File: src/design/reds_pkg.sv
`timescale 1ns / 1ps
// ----------------------------------------------------------------------------
// reds_pkg: shared types and constants of the encoder step detector
// Field widths, the per-lane result record and the register reset value.
// ----------------------------------------------------------------------------
package reds_pkg;

    localparam int PIN_W      = 8;   // pins per level field, one per channel
    localparam int CNT_W      = 8;   // idle counter / threshold width
    localparam int IN_DATA_W  = 16;  // levels_a, levels_b
    localparam int OUT_DATA_W = 16;  // step_mask, clockwise_mask

    localparam logic [CNT_W-1:0] IDLE_TICKS_RST = 8'd20;
    localparam logic [CNT_W-1:0] CNT_MAX        = 8'hFF;

    typedef struct packed {
        logic step;   // lane confirmed one step on this beat
        logic fwd;    // direction of that step, 1 forward
    } t_lane_res;

    typedef struct packed {
        logic [PIN_W-1:0] fwd_mask;
        logic [PIN_W-1:0] step_mask;
    } t_masks;

endpackage

File: src/design/rotary_encoder_step_detector_unit.sv
`timescale 1ns / 1ps
// ----------------------------------------------------------------------------
// rotary_encoder_step_detector_unit: quadrature encoder step detector
// One lane per encoder channel; lane flags are merged into two 8-bit masks.
// ----------------------------------------------------------------------------
// Usage:
//   Slave beat = one sampling tick: A and B pin levels of every channel.
//   Master beat = one result per tick: step flags and direction flags.
//   Each channel waits for both pins high over idle_ticks beats, then
//   detects the first falling pin, confirms it and classifies the other pin,
//   confirms the class one beat later and flags one step with direction.
//   Output: a result beat is valid the cycle after the slave beat is taken unless the output is stalled.
//   Throughput: one beat per cycle while s_axis_tready is high; all lanes update in the accepting cycle.
//   Stall: a 2-entry output buffer (register + skid) keeps s_axis_tready high
//   after m_axis_tready drops, until the skid entry is filled; it falls only
//   while both entries hold results.
//   Reset (sync, active low): every lane idle with a cleared counter, buffer
//   empty, idle_ticks = 20.
//   Config: i_cfg_wr_en writes idle_ticks; write only while the unit is idle.
//   Lanes 8 and up (CHANNELS > 8) see both pins low and never show in the
//   result masks.
// ----------------------------------------------------------------------------
module rotary_encoder_step_detector_unit #(
    parameter int CHANNELS = 8
) (
    input  logic                               i_clk,
    input  logic                               i_rst_n,
    // configuration: idle_ticks
    input  logic                               i_cfg_wr_en,
    input  logic [reds_pkg::CNT_W-1:0]         i_cfg_wr_data,
    // slave side
    input  logic                               s_axis_tvalid,
    output logic                               s_axis_tready,
    input  logic [reds_pkg::IN_DATA_W-1:0]     s_axis_tdata,  // [7:0] levels_a, [15:8] levels_b
    // master side
    output logic                               m_axis_tvalid,
    input  logic                               m_axis_tready,
    output logic [reds_pkg::OUT_DATA_W-1:0]    m_axis_tdata   // [7:0] step_mask, [15:8] clockwise_mask
);
    import reds_pkg::*;

    logic [CNT_W-1:0] r_idle_ticks;
    logic             w_accept;
    t_lane_res        w_res [CHANNELS];
    t_masks           w_masks;

    assign w_accept = s_axis_tvalid && s_axis_tready;

    always_ff @(posedge i_clk) begin
        if (!i_rst_n) begin
            r_idle_ticks <= IDLE_TICKS_RST;
        end else if (i_cfg_wr_en) begin
            r_idle_ticks <= i_cfg_wr_data;
        end
    end

    // one detector per channel; only the first eight see the pins
    for (genvar i = 0; i < CHANNELS; i++) begin : g_lane
        logic w_a, w_b;
        if (i < PIN_W) begin : g_pins
            assign w_a = s_axis_tdata[i];
            assign w_b = s_axis_tdata[PIN_W + i];
        end else begin : g_nopins
            assign w_a = 1'b0;
            assign w_b = 1'b0;
        end

        reds_lane u_lane (
            .i_clk        (i_clk),
            .i_rst_n      (i_rst_n),
            .i_en         (w_accept),
            .i_pin_a      (w_a),
            .i_pin_b      (w_b),
            .i_idle_ticks (r_idle_ticks),
            .o_res        (w_res[i])
        );
    end

    // gather lane flags into the result masks
    for (genvar k = 0; k < PIN_W; k++) begin : g_mask
        if (k < CHANNELS) begin : g_used
            assign w_masks.step_mask[k] = w_res[k].step;
            assign w_masks.fwd_mask[k]  = w_res[k].fwd;
        end else begin : g_unused
            assign w_masks.step_mask[k] = 1'b0;
            assign w_masks.fwd_mask[k]  = 1'b0;
        end
    end

    reds_merge u_merge (
        .i_clk         (i_clk),
        .i_rst_n       (i_rst_n),
        .i_push        (w_accept),
        .i_masks       (w_masks),
        .o_ready       (s_axis_tready),
        .m_axis_tvalid (m_axis_tvalid),
        .m_axis_tready (m_axis_tready),
        .m_axis_tdata  (m_axis_tdata)
    );

endmodule

File: src/design/reds_lane.sv
`timescale 1ns / 1ps
// ----------------------------------------------------------------------------
// reds_lane: one encoder channel
// Eight-phase detector with saturating idle counter; result is combinational
// from the current phase and the pins of the beat being accepted.
// ----------------------------------------------------------------------------
module reds_lane (
    input  logic                          i_clk,
    input  logic                          i_rst_n,
    input  logic                          i_en,
    input  logic                          i_pin_a,
    input  logic                          i_pin_b,
    input  logic [reds_pkg::CNT_W-1:0]    i_idle_ticks,
    output reds_pkg::t_lane_res           o_res
);
    import reds_pkg::*;

    localparam logic [2:0] PH_IDLE      = 3'd0;
    localparam logic [2:0] PH_LOW_CHECK = 3'd1;
    localparam logic [2:0] PH_A_CONFIRM = 3'd2;
    localparam logic [2:0] PH_A_B_HIGH  = 3'd3;
    localparam logic [2:0] PH_A_B_LOW   = 3'd4;
    localparam logic [2:0] PH_B_CONFIRM = 3'd5;
    localparam logic [2:0] PH_B_A_HIGH  = 3'd6;
    localparam logic [2:0] PH_B_A_LOW   = 3'd7;

    logic [2:0]       r_phase, n_phase;
    logic [CNT_W-1:0] r_cnt, n_cnt;
    logic [CNT_W-1:0] w_cnt_inc;

    assign w_cnt_inc = (r_cnt == CNT_MAX) ? r_cnt : r_cnt + 1'b1;

    always_comb begin
        n_phase = r_phase;
        n_cnt   = r_cnt;
        o_res   = '0;
        unique case (r_phase)
            PH_IDLE: begin
                if (i_pin_a && i_pin_b) begin
                    n_cnt = w_cnt_inc;
                    if (w_cnt_inc >= i_idle_ticks) begin
                        n_phase = PH_LOW_CHECK;
                    end
                end else begin
                    n_cnt = '0;
                end
            end
            PH_LOW_CHECK: begin
                if (!i_pin_a) begin
                    n_phase = PH_A_CONFIRM;
                end else if (!i_pin_b) begin
                    n_phase = PH_B_CONFIRM;
                end
            end
            PH_A_CONFIRM: begin
                if (!i_pin_a) begin
                    n_phase = i_pin_b ? PH_A_B_HIGH : PH_A_B_LOW;
                end else begin
                    n_phase = PH_LOW_CHECK;
                end
            end
            PH_B_CONFIRM: begin
                if (!i_pin_b) begin
                    n_phase = i_pin_a ? PH_B_A_HIGH : PH_B_A_LOW;
                end else begin
                    n_phase = PH_LOW_CHECK;
                end
            end
            PH_A_B_HIGH: begin
                o_res.step = i_pin_b;
                o_res.fwd  = i_pin_b;
                n_phase    = PH_IDLE;
                n_cnt      = '0;
            end
            PH_A_B_LOW: begin
                o_res.step = !i_pin_b;
                n_phase    = PH_IDLE;
                n_cnt      = '0;
            end
            PH_B_A_HIGH: begin
                o_res.step = i_pin_a;
                n_phase    = PH_IDLE;
                n_cnt      = '0;
            end
            PH_B_A_LOW: begin
                o_res.step = !i_pin_a;
                o_res.fwd  = !i_pin_a;
                n_phase    = PH_IDLE;
                n_cnt      = '0;
            end
            default: begin
                n_phase = PH_IDLE;
                n_cnt   = '0;
            end
        endcase
    end

    always_ff @(posedge i_clk) begin
        if (!i_rst_n) begin
            r_phase <= PH_IDLE;
            r_cnt   <= '0;
        end else if (i_en) begin
            r_phase <= n_phase;
            r_cnt   <= n_cnt;
        end
    end

    // a step only leaves one of the four classified phases
    a_step_phase: assert property (@(posedge i_clk) disable iff (!i_rst_n)
        o_res.step |-> (r_phase == PH_A_B_HIGH || r_phase == PH_A_B_LOW ||
                        r_phase == PH_B_A_HIGH || r_phase == PH_B_A_LOW))
        else $error("step outside a classified phase");

    // any accepted beat from a classified phase returns to idle with a clear count
    a_back_to_idle: assert property (@(posedge i_clk) disable iff (!i_rst_n)
        (i_en && r_phase >= PH_A_B_HIGH && r_phase != PH_B_CONFIRM)
            |=> (r_phase == PH_IDLE && r_cnt == '0))
        else $error("lane did not return to idle after classification");

endmodule

File: src/design/reds_merge.sv
`timescale 1ns / 1ps
// ----------------------------------------------------------------------------
// reds_merge: result merge and output buffer
// Registers the merged lane masks; a skid entry keeps the input side open
// for one more beat while the output is stalled.
// ----------------------------------------------------------------------------
module reds_merge (
    input  logic                               i_clk,
    input  logic                               i_rst_n,
    input  logic                               i_push,
    input  reds_pkg::t_masks                   i_masks,
    output logic                               o_ready,
    output logic                               m_axis_tvalid,
    input  logic                               m_axis_tready,
    output logic [reds_pkg::OUT_DATA_W-1:0]    m_axis_tdata
);
    import reds_pkg::*;

    t_masks r_out, r_skid;
    logic   r_out_valid, r_skid_valid;
    logic   w_pop;

    assign w_pop         = r_out_valid && m_axis_tready;
    assign o_ready       = !r_skid_valid;
    assign m_axis_tvalid = r_out_valid;
    assign m_axis_tdata  = r_out;

    always_ff @(posedge i_clk) begin
        if (!i_rst_n) begin
            r_out_valid  <= 1'b0;
            r_skid_valid <= 1'b0;
        end else begin
            if (i_push) begin
                if (!r_out_valid || w_pop) begin
                    r_out_valid <= 1'b1;
                end else begin
                    r_skid_valid <= 1'b1;
                end
            end else if (w_pop) begin
                r_out_valid  <= r_skid_valid;
                r_skid_valid <= 1'b0;
            end
        end
    end

    always_ff @(posedge i_clk) begin
        if (i_push) begin
            if (!r_out_valid || w_pop) begin
                r_out <= i_masks;
            end else begin
                r_skid <= i_masks;
            end
        end else if (w_pop && r_skid_valid) begin
            r_out <= r_skid;
        end
    end

    a_skid_needs_out: assert property (@(posedge i_clk) disable iff (!i_rst_n)
        r_skid_valid |-> r_out_valid)
        else $error("skid entry held without an output beat");

    a_no_push_when_full: assert property (@(posedge i_clk) disable iff (!i_rst_n)
        r_skid_valid |-> !i_push)
        else $error("push while buffer full");

    a_stall_to_skid: assert property (@(posedge i_clk) disable iff (!i_rst_n)
        (i_push && r_out_valid && !m_axis_tready) |=> r_skid_valid)
        else $error("stalled beat not captured in skid");

    a_dir_in_step: assert property (@(posedge i_clk) disable iff (!i_rst_n)
        r_out_valid |-> ((r_out.fwd_mask & ~r_out.step_mask) == '0))
        else $error("direction bit without step");

endmodule

File: config.mk
export PLATFORM = sky130hd
export DESIGN_NAME = rotary_encoder_step_detector_unit
export DESIGN_NICKNAME = d
export VERILOG_FILES = /design/src/design/reds_pkg.sv /design/src/design/rotary_encoder_step_detector_unit.sv /design/src/design/reds_lane.sv /design/src/design/reds_merge.sv
export SDC_FILE = /design/constraint.sdc
export NUM_CORES = 1
export LEC_CHECK = 0
export BUFFER_PORTS_ARGS = -buffer_cell sky130_fd_sc_hd__clkbuf_2
export CAP_MARGIN = 5
export CORE_MARGIN = 10
export CORE_UTILIZATION = 43
export DETAILED_ROUTE_END_ITERATION = 16
export SLEW_MARGIN = 10
export SYNTH_ARGS = -nofsm -noshare
export SYNTH_HDL_FRONTEND = slang
export SYNTH_HIERARCHICAL = 1
export SYNTH_SLANG_ARGS = --single-unit
File: constraint.sdc
create_clock -name i_clk -period 6.3 [get_ports i_clk]
set_input_delay 1.575 -clock i_clk [delete_from_list [all_inputs] [get_ports i_clk]]
set_output_delay 1.575 -clock i_clk [all_outputs]
set_load 0.1 [all_outputs]
==> flow_summary.json <==
{
  "status": "completed",
  "dp_hpwl_mm": 17.0,
  "cts-resized-gates": 0,
  "finalCritPeriodShare": 0.520,
  "antenna_found_initial": 1,
  "avgSynthCellArea_um2": 8.50,
  "hold_viol": 0,
  "critPathMaxFanout": 65,
  "cts_tree": "built",
  "min_path_type": "flop to flop",
  "worst_pin_slew_ps": 940,
  "synth_cell_types": 66,
  "cts_setup_buffers": 0,
  "clockBufferDepth": 2,
  "ctsHtreeMaxLevel": 4,
  "die_area_um2": 29100,
  "ios": 47,
  "die_w_um": 171,
  "viasPerCell": 5.68,
  "peakVddDrop_mv": 0.155,
  "syn_nets": 1247,
  "cts.clk_slew.worst_paths_ps": 60,
  "finalSetupViolations": 0,
  "drtIter0Drc": 530,
  "drt.antenna.violating_nets": 0,
  "core_area_um2": 22400,
  "drt-pass1-iter-count": 7,
  "rsz0062_at_grt": "false",
  "slew_headroom": 0.373,
  "place.gp.congestion": 0.845,
  "area_growth_pct": 9.75,
  "grt_pass1_vias": 7730,
  "drc": 0,
  "async_reset_ff_frac": 0,
  "worstSetupStartpointType": "primary input",
  "synth_cells": 1146,
  "netlist_area_um2": 9740,
  "period_needed_ps": 3280,
  "yosys_warnings": 6,
  "ys_seq_area_frac": 0.300,
  "num_vias": 8339,
  "most-common-layout-cells": "107 x inv_1, 104 x nand2_1, 98 x dfxtp_1",
  "finalNetCount": 1271,
  "wl_per_cell_um": 16.2,
  "p_leak_uw": 0.00420,
  "synth-seq-cells": 130,
  "critPathKind": "primary input to flop",
  "setup_slack_ps": 3020,
  "grt_use_total": 0.166,
  "cp-end-kind": "flop",
  "drv_cap": 0,
  "grt_pass1_wl_mm": 39.2,
  "die_h_um": 171,
  "worstPathArrival_ps": 3600,
  "final_common_cell": "inv_1",
  "drv_slew": 0,
  "overflow": 0,
  "drt-total-wl_mm": 23.8,
  "timing.fmax_ghz": 0.305,
  "synth-edff-count": 32,
  "critPathRequiredTime_ps": 6620,
  "clk_latency_ps": 420,
  "finalClockSkew_ps": 6.17,
  "portBuffers": 46,
  "cts_buffers": 17,
  "synth_flop_cell": "dfxtp_1",
  "cts_num_sinks": 130,
  "post-place-ws_ps": 2610,
  "num_rows": 55,
  "powerDensity_nw_per_um2": 207,
  "grt_start_max_net_pins": 66,
  "start_util": 0.434,
  "drive_gt1_frac": 0.128,
  "postCtsHoldBufs": 0,
  "cts_root_buf": "clkbuf_16",
  "setup_tns_ps": 0
}
-- power by group --
group	total, uW	internal (uW)	switching (uW)
Sequential	914	876	38.2
Combinational	299	98.3	200
Clock	1000	625	375
Total	2210	1600	613
-- metal layers --
layer	track usage	wire length, um	up-vias
li1	-	-	4263
met1	0.222	11600	3878
met2	0.264	10900	177
met3	0.0346	953	21
met4	0.0473	337	0
met5	0	0	-
-- synth_stat cells (16+ instances only) --
cell type | n | area share
inv_1 | 107 | 0.041
nand2_1 | 104 | 0.040
dfxtp_1 | 98 | 0.20
ha_1 | 72 | 0.092
nor2_1 | 62 | 0.024
a21oi_1 | 59 | 0.030
nand2b_1 | 47 | 0.030
o21ai_0 | 40 | 0.021
nor3_1 | 38 | 0.020
nand3_1 | 33 | 0.017
edfxtp_1 | 32 | 0.099
mux2i_1 | 30 | 0.031
a31oi_1 | 29 | 0.019
o21a_1 | 26 | 0.020
clkbuf_1 | 22 | 0.0085
and3_1 | 18 | 0.012
a21boi_0 | 16 | 0.012
mux2_2 | 16 | 0.018
mux2_4 | 16 | 0.025
xnor2_1 | 16 | 0.014
-- final cells by class --
cell class / count / area, um2
well taps: 285 / 357
clock inverters: 13 / 141
repair buffers: 49 / 265
multi-input cells: 865 / 6160
clock buffers: 19 / 443
flip-flops and latches: 130 / 2920
fillers: 2188 / 11700
diodes: 1 / 2.50
inverters: 107 / 402
-- critical path: stages --
cell	delay [ps]
clkbuf_2	80
and2_4	620
buf_4	430
nand2b_1	170
nor3_2	420
a21oi_1	170
o32ai_1	120
-- kinds of logic (layout without fill, tap and decap cells) --
group                      after synthesis  count (layout)  share of synthesized area
buffers and inverters                  151             188                     0.0683
adders and majority gates               72              72                     0.0924
other                                    0               1                          0
muxes                                   62              62                     0.0740
AOI/OAI and AO/OA                      301             301                      0.215
DFF                                    130             130                      0.300
and+or+nand+nor                        406             406                      0.228
xor gates and xnor gates                24              24                     0.0216
-- sequential cells by signal (all words and copies together) (netlist names) --
signal                 count
u_merge/r_skid_valid       1
g_lane.u_lane/r_phase     24
u_merge/m_axis_tvalid      1
u_merge/r_skid            16
u_merge/m_axis_tdata      16
r_idle_ticks               8
g_lane.u_lane/r_cnt       64
-- through the flow --
step                      utilization  cell area (um2)  total power, uW  cells  hold WS [ps]
after floorplan                     -             9740             1150   1146           457
after global placement          0.451            10100             1230   1436           483
after detailed placement        0.451            10100             1230   1436           487
after CTS                       0.477            10700             2250   1468           499
after global routing            0.477            10700             2310   1468           521
final                           0.477            10700             2210   1469           501
-- path summary, 6_finish.rpt --
kind | from | endpoint | slack (ps) | cells past startpoint
hold reg to reg | u_merge/r_skid_valid | u_merge/r_skid_valid | 500 | 2
setup reg to reg | g_lane[3].u_lane/r_cnt[0] | g_lane[3].u_lane/r_phase[0] | 3420 | 9
hold / removal | u_merge/r_skid_valid | u_merge/r_skid_valid | 500 | 2
setup / recovery | s_axis_tvalid | g_lane[1].u_lane/r_cnt[1] | 3020 | 7
Note: power is estimated with default switching activity, not from simulation.
